==> src/rtl/core/psd_pkg.sv <==
// Shared types and constants for the point-to-segment distance unit.
// No dependencies.
package psd_pkg;

    localparam int COORD_WIDTH_DEF = 16;
    localparam int FRAC_BITS_DEF   = 4;
    localparam int RADIUS_WIDTH    = 16;
    localparam int RADIUS_RESET    = 16;
    localparam int REGION_WIDTH    = 2;

    localparam logic [REGION_WIDTH-1:0] REGION_START = 2'd0;
    localparam logic [REGION_WIDTH-1:0] REGION_END   = 2'd1;
    localparam logic [REGION_WIDTH-1:0] REGION_MID   = 2'd2;

    // Control that travels alongside each item through the cell chains
    typedef struct packed {
        logic                    valid;
        logic [REGION_WIDTH-1:0] region;
        logic                    hit;
    } t_ctl;

endpackage

==> src/rtl/core/psd_sqrt_cell.sv <==
// One restoring square root step: one root bit per cell.
// Depends on psd_pkg.
module psd_sqrt_cell
    import psd_pkg::*;
#(
    parameter int RW = 21,
    localparam int QW = 2 * RW
) (
    input  logic          i_clk,
    input  logic          i_rst_n,
    input  t_ctl          i_ctl,
    input  logic [RW+1:0] i_rem,
    input  logic [RW-1:0] i_root,
    input  logic [QW-1:0] i_rad,
    output t_ctl          o_ctl,
    output logic [RW+1:0] o_rem,
    output logic [RW-1:0] o_root,
    output logic [QW-1:0] o_rad
);

    logic [RW+3:0] cur, trial, diff;
    logic          take;
    t_ctl          r_ctl;
    logic [RW+1:0] r_rem;
    logic [RW-1:0] r_root;
    logic [QW-1:0] r_rad;

    always_comb begin
        cur   = {i_rem, i_rad[QW-1:QW-2]};
        trial = {2'b00, i_root, 2'b01};
        diff  = cur - trial;
        take  = cur >= trial;
    end

    always_ff @(posedge i_clk) begin
        if (!i_rst_n) begin
            r_ctl <= '0;
        end else begin
            r_ctl <= i_ctl;
        end
    end

    always_ff @(posedge i_clk) begin
        r_rem  <= take ? diff[RW+1:0] : cur[RW+1:0];
        r_root <= {i_root[RW-2:0], take};
        r_rad  <= {i_rad[QW-3:0], 2'b00};
    end

    assign o_ctl  = r_ctl;
    assign o_rem  = r_rem;
    assign o_root = r_root;
    assign o_rad  = r_rad;

endmodule

==> config.mk <==
export PLATFORM = sky130hd
export DESIGN_NAME = psd_sqrt_cell
export DESIGN_NICKNAME = d
export VERILOG_FILES = /design/src/rtl/core/psd_pkg.sv /design/src/rtl/core/psd_sqrt_cell.sv
export SDC_FILE = /design/constraint.sdc
export NUM_CORES = 1
export LEC_CHECK = 0
export BUFFER_PORTS_ARGS = -buffer_cell sky130_fd_sc_hd__buf_2
export CORE_ASPECT_RATIO = 0.7
export CORE_MARGIN = 8
export CORE_UTILIZATION = 25
export CTS_CLUSTER_DIAMETER = 50
export DETAILED_ROUTE_END_ITERATION = 10
export SYNTH_ARGS = -nofsm -noshare
export SYNTH_HDL_FRONTEND = slang
export SYNTH_SLANG_ARGS = --single-unit
export TNS_END_PERCENT = 10
==> constraint.sdc <==
create_clock -name i_clk -period 3.6 [get_ports i_clk]
set_input_delay 0.36 -clock i_clk [delete_from_list [all_inputs] [get_ports i_clk]]
set_output_delay 0.36 -clock i_clk [all_outputs]
set_load 0.05 [all_outputs]
Word level (Yosys, flattened, before mapping)
Index checks and enable logic that the tools add are counted.
{ "word_totals": {"reg_bits": 88, "inputBits": 92, "out_inout_bits": 90, "elab_cells": 9} }
{ "op_classes": {"add_sub_neg": 1, "n_lt_le_gt_ge": 1, "n_mux": 1} }
{ "op_table": {"columns": ["op", "n"], "rows": [
  ["greater-or-equal comparator 25 x 23 -> 1 bit", 1],
  ["2-to-1 mux 23 bit", 1],
  ["subtractor 23 bit", 1]
]} }

Logic depth before layout (Yosys ltp)
Gate-level depths: netlist of run 1.
{ "depth": {"ltp_word": 2, "ltp_mapped": 12, "mapped_depth_nobuf": 9} }

Worst setup path after synthesis of run 1
Ideal clock, no wire load.
{ "synth_timing": {"path_kind": "input port to flip-flop", "startpoint": "in i_root[12]", "endpoint": "reg r_rem[10], in the netlist o_rem[10]", "setup_time_ps": 121, "arrival_time_ps": 2469, "path_slack_ps": 1010, "path_stages": 12, "path_buffers": 3, "path_cell_list": "inv_1 ha_1 buf_6 a21o_4 a31oi_4 o32ai_2 o31ai_4 and2_1 buf_6 inv_6 buf_12 mux2_4"} }
{ "synth_between": {"elab_chain_len": 2} }
{ "synth_rtl": {"columns": ["item", "line", "text"], "rows": [
  ["start: declaration", "psd_sqrt_cell.sv:13", "input logic [RW-1:0] i_root,"],
  ["greater-or-equal comparator 25 x 23 -> 1 bit", "psd_sqrt_cell.sv:32", "take = cur >= trial;"],
  ["net take", "psd_sqrt_cell.sv:22", "logic take;"],
  ["2-to-1 mux 23 bit", "psd_sqrt_cell.sv:44", "r_rem <= take ? diff[RW+1:0] : cur[RW+1:0];"],
  ["end signal: assignment", "psd_sqrt_cell.sv:44", null],
  ["end: declaration", "psd_sqrt_cell.sv:24", "logic [RW+1:0] r_rem;"]
]} }
The timed path passes the listed nets, and every way through them passes these cells.
A chain may end at the register's enable or synchronous reset.

Worst setup path in the final report of run 1
{ "layout_timing": {"startpoint": "in i_rem[14]", "endpoint": "reg r_rem[12], in the netlist o_rem[12]"} }
{ "layout_between": {"elab_chain_len": 2} }
{ "layout_rtl": {"columns": ["item", "line", "text"], "rows": [
  ["start: declaration", "psd_sqrt_cell.sv:12", "input logic [RW+1:0] i_rem,"],
  ["greater-or-equal comparator 25 x 23 -> 1 bit", "psd_sqrt_cell.sv:32", null],
  ["2-to-1 mux 23 bit", "psd_sqrt_cell.sv:44", null]
]} }
No other way between the ends.

==> results.json, run 1 <==
{
  "setup-tns-final_ns": 0,
  "drt-initial-drc-count": 174,
  "area_delta_synth_final_pct": 37.9,
  "status": "complete, no violations",
  "port_buffers": 179,
  "cts_buffer_depth": 2,
  "vias_per_cell": 4.28,
  "finalHoldViolations": 0,
  "ant_nets": 0,
  "grt_max_degree": 19,
  "grt_pass1_wl_um": 16900,
  "firstDrtPassIters": 4,
  "coreArea_mm2": 0.0140,
  "synth_edf_count": 0,
  "layout.cells.most_common": "buf_2",
  "drc": 0,
  "drive_gt1_frac": 0.428,
  "start_util": 0.258,
  "combPwrFrac": 0.301,
  "end_kind": "flop",
  "critical_path_class": "primary input to flop",
  "post-route-min-period_ns": 2.74,
  "fmax_ghz": 0.365,
  "diodes": 0,
  "clkSinkCount": 88,
  "ys_ff_latch": 88,
  "leakage_nw": 2.45,
  "root_buffer": "clkbuf_16",
  "wire_per_inst_um": 15.2,
  "whs_path_depth": 1,
  "antenna_found_initial": 2,
  "power_w": 0.00287,
  "arrival_ns": 2.97,
  "postSynth.asyncResetShare": 0,
  "dp.cells": 704,
  "synthesis.area_mm2": 0.00361,
  "seqPwrFrac": 0.380,
  "maxSlewHeadroom": 0.563,
  "cts-htree-levels": 3,
  "stdcell_count": 720,
  "io_pins": 182,
  "critPathMaxFanout": 16,
  "yosysSeqAreaShare": 0.488,
  "cts-buffers-inserted": 9,
  "wirelength_um": 10900,
  "postCtsHoldBufs": 0,
  "grt_usage": 0.115,
  "swShare": 0.365,
  "avgSynthCellArea_um2": 10.5,
  "cts_resized": 0,
  "die-area_mm2": 0.0186,
  "cts.clk_slew.worst_paths_ns": 0.07,
  "post_cts_buffers": 0,
  "die-height_um": 117,
  "layout.nets": 640,
  "vias": 3080,
  "rsz0062_at_grt": "false",
  "setup_viol": 0,
  "cap_violations": 0,
  "die_x_um": 160,
  "rows": 36,
  "pwr-share-clk": 0.318,
  "start_kind": "primary input",
  "final_cell_mix": "buf_2 (179), dfxtp_1 (88), inv_1 (30)",
  "yosys_most_used_dff": "dfxtp_1",
  "setup_slack_ns": 0.858,
  "power_density_mw_per_mm2": 577,
  "slew_violations": 0,
  "worstMarginPinSlew_ns": 0.649,
  "grt_pass1_vias": 3281,
  "dpl.hpwl_um": 9170,
  "routabilityCongestion": 0.839,
  "finalCritPeriodShare": 0.762,
  "grt-ovfl-total": 0,
  "p_int_w": 0.00182,
  "worstPathRequired_ns": 3.83,
  "preCtsSetupSlack_ns": 0.490,
  "min_path_type": "primary input to flop",
  "synth_cell_types": 58,
  "syn_inst": 344,
  "yosys_warnings": 0,
  "vdd_ir_drop_max_mv": 0.188,
  "tritoncts": "built",
  "p_sw_w": 0.00105
}
per-stage QoR:
step | utilization | hold WS [ns] | cell area (um2)
after floorplan | - | 0.388 | 3620
after global placement | 0.334 | 0.463 | 4680
after detailed placement | 0.334 | 0.464 | 4680
after CTS | 0.356 | 0.0921 | 4980
after global routing | 0.356 | 0.0897 | 4980
final | 0.356 | 0.109 | 4980
power groups by stage:
stage	Sequential [W]	Clock, W	Combinational, W
after floorplan	0.00147	0	0.000297
after global placement	0.00112	0	0.000872
after detailed placement	0.00112	0	0.000872
after CTS	0.00110	0.000957	0.000875
after global routing	0.00110	0.000999	0.000924
final	0.00109	0.000915	0.000866
layer usage:
layer | global-route usage | wire, um | vias to the layer above
li1 | - | - | 1555
met1 | 0.145 | 5000 | 1389
met2 | 0.173 | 4830 | 120
met3 | 0.0486 | 959 | 12
met4 | 0.0451 | 133 | 4
met5 | 0 | 22 | -
flip-flops by register name (all words and copies together), names as in the netlist:
register	cells
o_rad	40
o_rem	23
o_ctl	4
o_root	21
cell families after synthesis:
kind of cell | after synthesis | share of synthesized area
other | 1 | 0.00104
adders and majority gates | 23 | 0.0797
and+or+nand+nor | 81 | 0.118
DFF | 88 | 0.488
xor gates and xnor gates | 16 | 0.0388
AOI/OAI and AO/OA | 72 | 0.149
buffers and inverters | 44 | 0.0589
muxes | 19 | 0.0669
final timing paths:
path,startpoint,end,slack [ns]
setup / recovery,i_rem[14],o_rem[12]$_DFF_P_,0.86
hold / removal,i_rad[33],o_rad[35]$_DFF_P_,0.11
worst max-delay path: stages:
cell and delay (ns):
buf_2 0.12, ha_1 0.45, a21o_1 0.27, a31oi_4 0.23
o32ai_2 0.15, o31ai_4 0.42, and2_1 0.46, inv_6 0.17
mux2_4 0.32
cells in the mapped netlist (2+ instances only):
| cell type | number | share of area |
|---|---|---|
| buf_4 | 2 | 0.0042 |
| or3_1 | 2 | 0.0035 |
| nor2b_1 | 2 | 0.0035 |
| xor2_1 | 5 | 0.012 |
| and4_1 | 3 | 0.0073 |
| nor4_1 | 2 | 0.0035 |
| o21ai_0 | 16 | 0.022 |
| o41ai_1 | 2 | 0.0049 |
| a21boi_0 | 2 | 0.0042 |
| a221oi_1 | 2 | 0.0049 |
| a21o_1 | 6 | 0.012 |
| nand2_1 | 16 | 0.017 |
| a21oi_1 | 17 | 0.024 |
| nand3b_1 | 2 | 0.0042 |
| ha_1 | 23 | 0.080 |
| nor2_1 | 15 | 0.016 |
| nand4_1 | 7 | 0.012 |
| o31ai_1 | 3 | 0.0062 |
| nor3_1 | 6 | 0.0083 |
| mux2_2 | 9 | 0.028 |
| and2_1 | 7 | 0.012 |
| buf_6 | 2 | 0.0062 |
| inv_1 | 30 | 0.031 |
| buf_2 | 3 | 0.0042 |
| dfxtp_1 | 88 | 0.49 |
| clkbuf_1 | 5 | 0.0052 |
| and3_1 | 3 | 0.0052 |
| o21a_1 | 5 | 0.010 |
| xnor2_1 | 11 | 0.027 |
| mux2i_1 | 2 | 0.0055 |
| or2_2 | 2 | 0.0035 |
| mux2_4 | 8 | 0.033 |
| nand2b_1 | 2 | 0.0035 |
| nand3_1 | 10 | 0.014 |
cell type report:
type | instances | area (um2)
repair buffers | 182 | 918
clock inverters | 7 | 75.1
fillers | 1447 | 9030
well taps | 190 | 238
flip-flops and latches | 88 | 1760
multi-input cells | 213 | 1640
clock buffers | 9 | 225
inverters | 31 | 121
(Power assumes the default switching activity.)
==> run 2: changes to the inputs <==
--- a/config.mk
+++ b/config.mk
@@ -5,6 +5,7 @@
 export SDC_FILE = /design/constraint.sdc
 export NUM_CORES = 1
 export LEC_CHECK = 0
+export ABC_AREA = 1
 export BUFFER_PORTS_ARGS = -buffer_cell sky130_fd_sc_hd__buf_2
 export CORE_ASPECT_RATIO = 0.7
 export CORE_MARGIN = 8
==> constraint.sdc (replaced) <==
create_clock -name i_clk -period 2.3 [get_ports i_clk]
set_input_delay 0.23 -clock i_clk [delete_from_list [all_inputs] [get_ports i_clk]]
set_output_delay 0.23 -clock i_clk [all_outputs]
set_load 0.05 [all_outputs]
==> run 2 against run 1 <==
Total power increased by 60%; clock power increased by 64%; area after synthesis rose by 9.8%; final cell count grew 40%; worst setup slack lost 0.75 ns; critical path type unchanged; largest power group unchanged.
==> results.json, run 2 <==
{
  "status": "complete, no violations",
  "finalCritPeriodShare": 0.955,
  "die-height_um": 121,
  "clkSinkCount": 88,
  "drc": 0,
  "cts-htree-levels": 3,
  "start_util": 0.256,
  "synth_cell_types": 27,
  "final_cell_area_mm2": 0.00613,
  "slew_violations": 0,
  "area_delta_synth_final_pct": 54.6,
  "grt_usage": 0.135,
  "grt_max_degree": 25,
  "worstPathRequired_ns": 2.54,
  "layout.nets": 918,
  "final_cell_mix": "nand2_1 (206), buf_2 (179), inv_1 (109)",
  "wire_per_inst_um": 14.0,
  "synth.area.top_cells": "dfxtp_1 (44%), nand2_1 (20%), inv_1 (10%)",
  "die-area_mm2": 0.0202,
  "yosysSeqAreaShare": 0.444,
  "synthSimpleGateAreaFrac": 0.321,
  "arrival_ns": 2.44,
  "tritoncts": "built",
  "critPathLaunch": "i_root[4]",
  "antenna_found_initial": 0,
  "setup_viol": 0,
  "postSynth.asyncResetShare": 0,
  "yosys_warnings": 0,
  "diodes": 0,
  "die_x_um": 167,
  "largest_reg_flops": 40,
  "vdd_ir_drop_max_mv": 0.318,
  "post_dp_cell_area_mm2": 0.00512,
  "coreArea_mm2": 0.0155,
  "routabilityCongestion": 0.915,
  "yosys_most_used_dff": "dfxtp_1",
  "wirelength_um": 14100,
  "leakage_nw": 3.47,
  "synthAdderAreaFrac": 0.0726,
  "post-route-min-period_ns": 2.20,
  "synth_top_area_share": 0.444,
  "drive_gt1_frac": 0.278,
  "firstDrtPassIters": 5,
  "final_core_util": 0.395,
  "layout.cells.most_common": "nand2_1",
  "drt-initial-drc-count": 202,
  "grt_pass1_wl_um": 21700,
  "power_density_mw_per_mm2": 750,
  "synthesis.area_mm2": 0.00397,
  "post_cts_buffers": 0,
  "setup-tns-final_ns": 0,
  "cts.clk_slew.worst_paths_ns": 0.06,
  "yosysMostFrequentCell": "nand2_1",
  "dpl.hpwl_um": 11100,
  "root_buffer": "clkbuf_16",
  "rows": 38,
  "end_kind": "flop",
  "cts-buffers-inserted": 9,
  "min_path_type": "primary input to flop",
  "nFillCells": 1687,
  "avgSynthCellArea_um2": 7.16,
  "synth_top_family_by_area": "simple AND/OR/NAND/NOR gates",
  "cap_violations": 0,
  "critPathMaxFanout": 12,
  "port_buffers": 179,
  "critical_path_class": "primary input to flop",
  "synth_xor_xnor_area_share": 0.0221,
  "grt_pass1_vias": 4285,
  "ys_top_cells_by_count": "nand2_1 (210), inv_1 (109), dfxtp_1 (88)",
  "vias_per_cell": 4.23,
  "grt-ovfl-total": 0,
  "syn_inst": 554,
  "synth.mux.area_fraction": 0,
  "ys_ff_latch": 88,
  "synth_edf_count": 0,
  "synth-compound-area-share": 0.0174,
  "fmax_ghz": 0.455,
  "vias": 4261,
  "cts_buffer_depth": 2,
  "finalHoldViolations": 0,
  "synth_top_area_cell": "dfxtp_1",
  "io_pins": 182,
  "min_from": "i_root[16]",
  "ant_nets": 0,
  "start_kind": "primary input"
}
run 2: cells by family after synthesis:
family          Yosys count
simple gates            298
buf+inv                 121
flops                    88
fa+ha+maj                23
compound gates           13
xor+xnor                 10
other cells               1
run 2: path summary, 6_finish.rpt:
| path | end | slack (ns) | cells past startpoint |
|---|---|---|---|
| setup / recovery | o_rem[5]$_DFF_P_ | 0.10 | 15 |
| hold / removal | o_root[17]$_DFF_P_ | 0.02 | 1 |
run 2: stage by stage:
stage / power [W] / hold slack, ns / setup WS, ns / std cells
3_3_place_gp: 0.00302 / 0.332 / 0.266 / 932
2_1_floorplan: 0.00266 / 0.258 / 0.620 / 555
4_1_cts: 0.00462 / 0.00199 / 0.0775 / 1007
5_1_grt: 0.00485 / 0.00222 / -0.00404 / 1008
3_5_place_dp: 0.00303 / 0.334 / 0.253 / 932
6_report: 0.00460 / 0.0183 / 0.104 / 1008
run 2: layout make-up:
| class | count | area (um2) | share of cell area |
|---|---|---|---|
| clock buffer | 10 | 229 | 0.0374 |
| clock inverter | 6 | 67.6 | 0.0110 |
| inverter | 110 | 413 | 0.0674 |
| multi-input combinational | 346 | 1820 | 0.296 |
| sequential | 88 | 1760 | 0.287 |
| tap | 200 | 250 | 0.0408 |
| timing repair buffer | 248 | 1590 | 0.260 |
run 2: worst max-delay path, cell delays in order:
cell and delay [ns]:
dlygate4sd3_1 0.52, buf_2 0.11, inv_1 0.04, ha_1 0.34, nand2_1 0.10, nand2_1 0.10
nand2_1 0.07, nand2_1 0.08, inv_1 0.07, nand3_2 0.14, nand3_4 0.17, nand3_4 0.13
clkbuf_16 0.21, nand2_1 0.07, nand2_1 0.05
run 2: power breakdown:
group	switching [W]	internal, W	leakage [nW]
Sequential	0.0000334	0.00166	0.742
Clock	0.000650	0.000849	0.139
Combinational	0.000989	0.000411	2.59
run 2: timing repair:
item	CTS	global route
setup endpoints to repair	0	24
gates resized for setup	0	19
hold endpoints to repair	59	0
hold buffers	59	0
run 2: routing by layer:
layer,routed length (um),share of wire,global-route usage
met1,6420,0.45,0.170
met3,1330,0.094,0.0569
met4,175,0.012,0.0331
met5,0,0,0
met2,6220,0.44,0.213
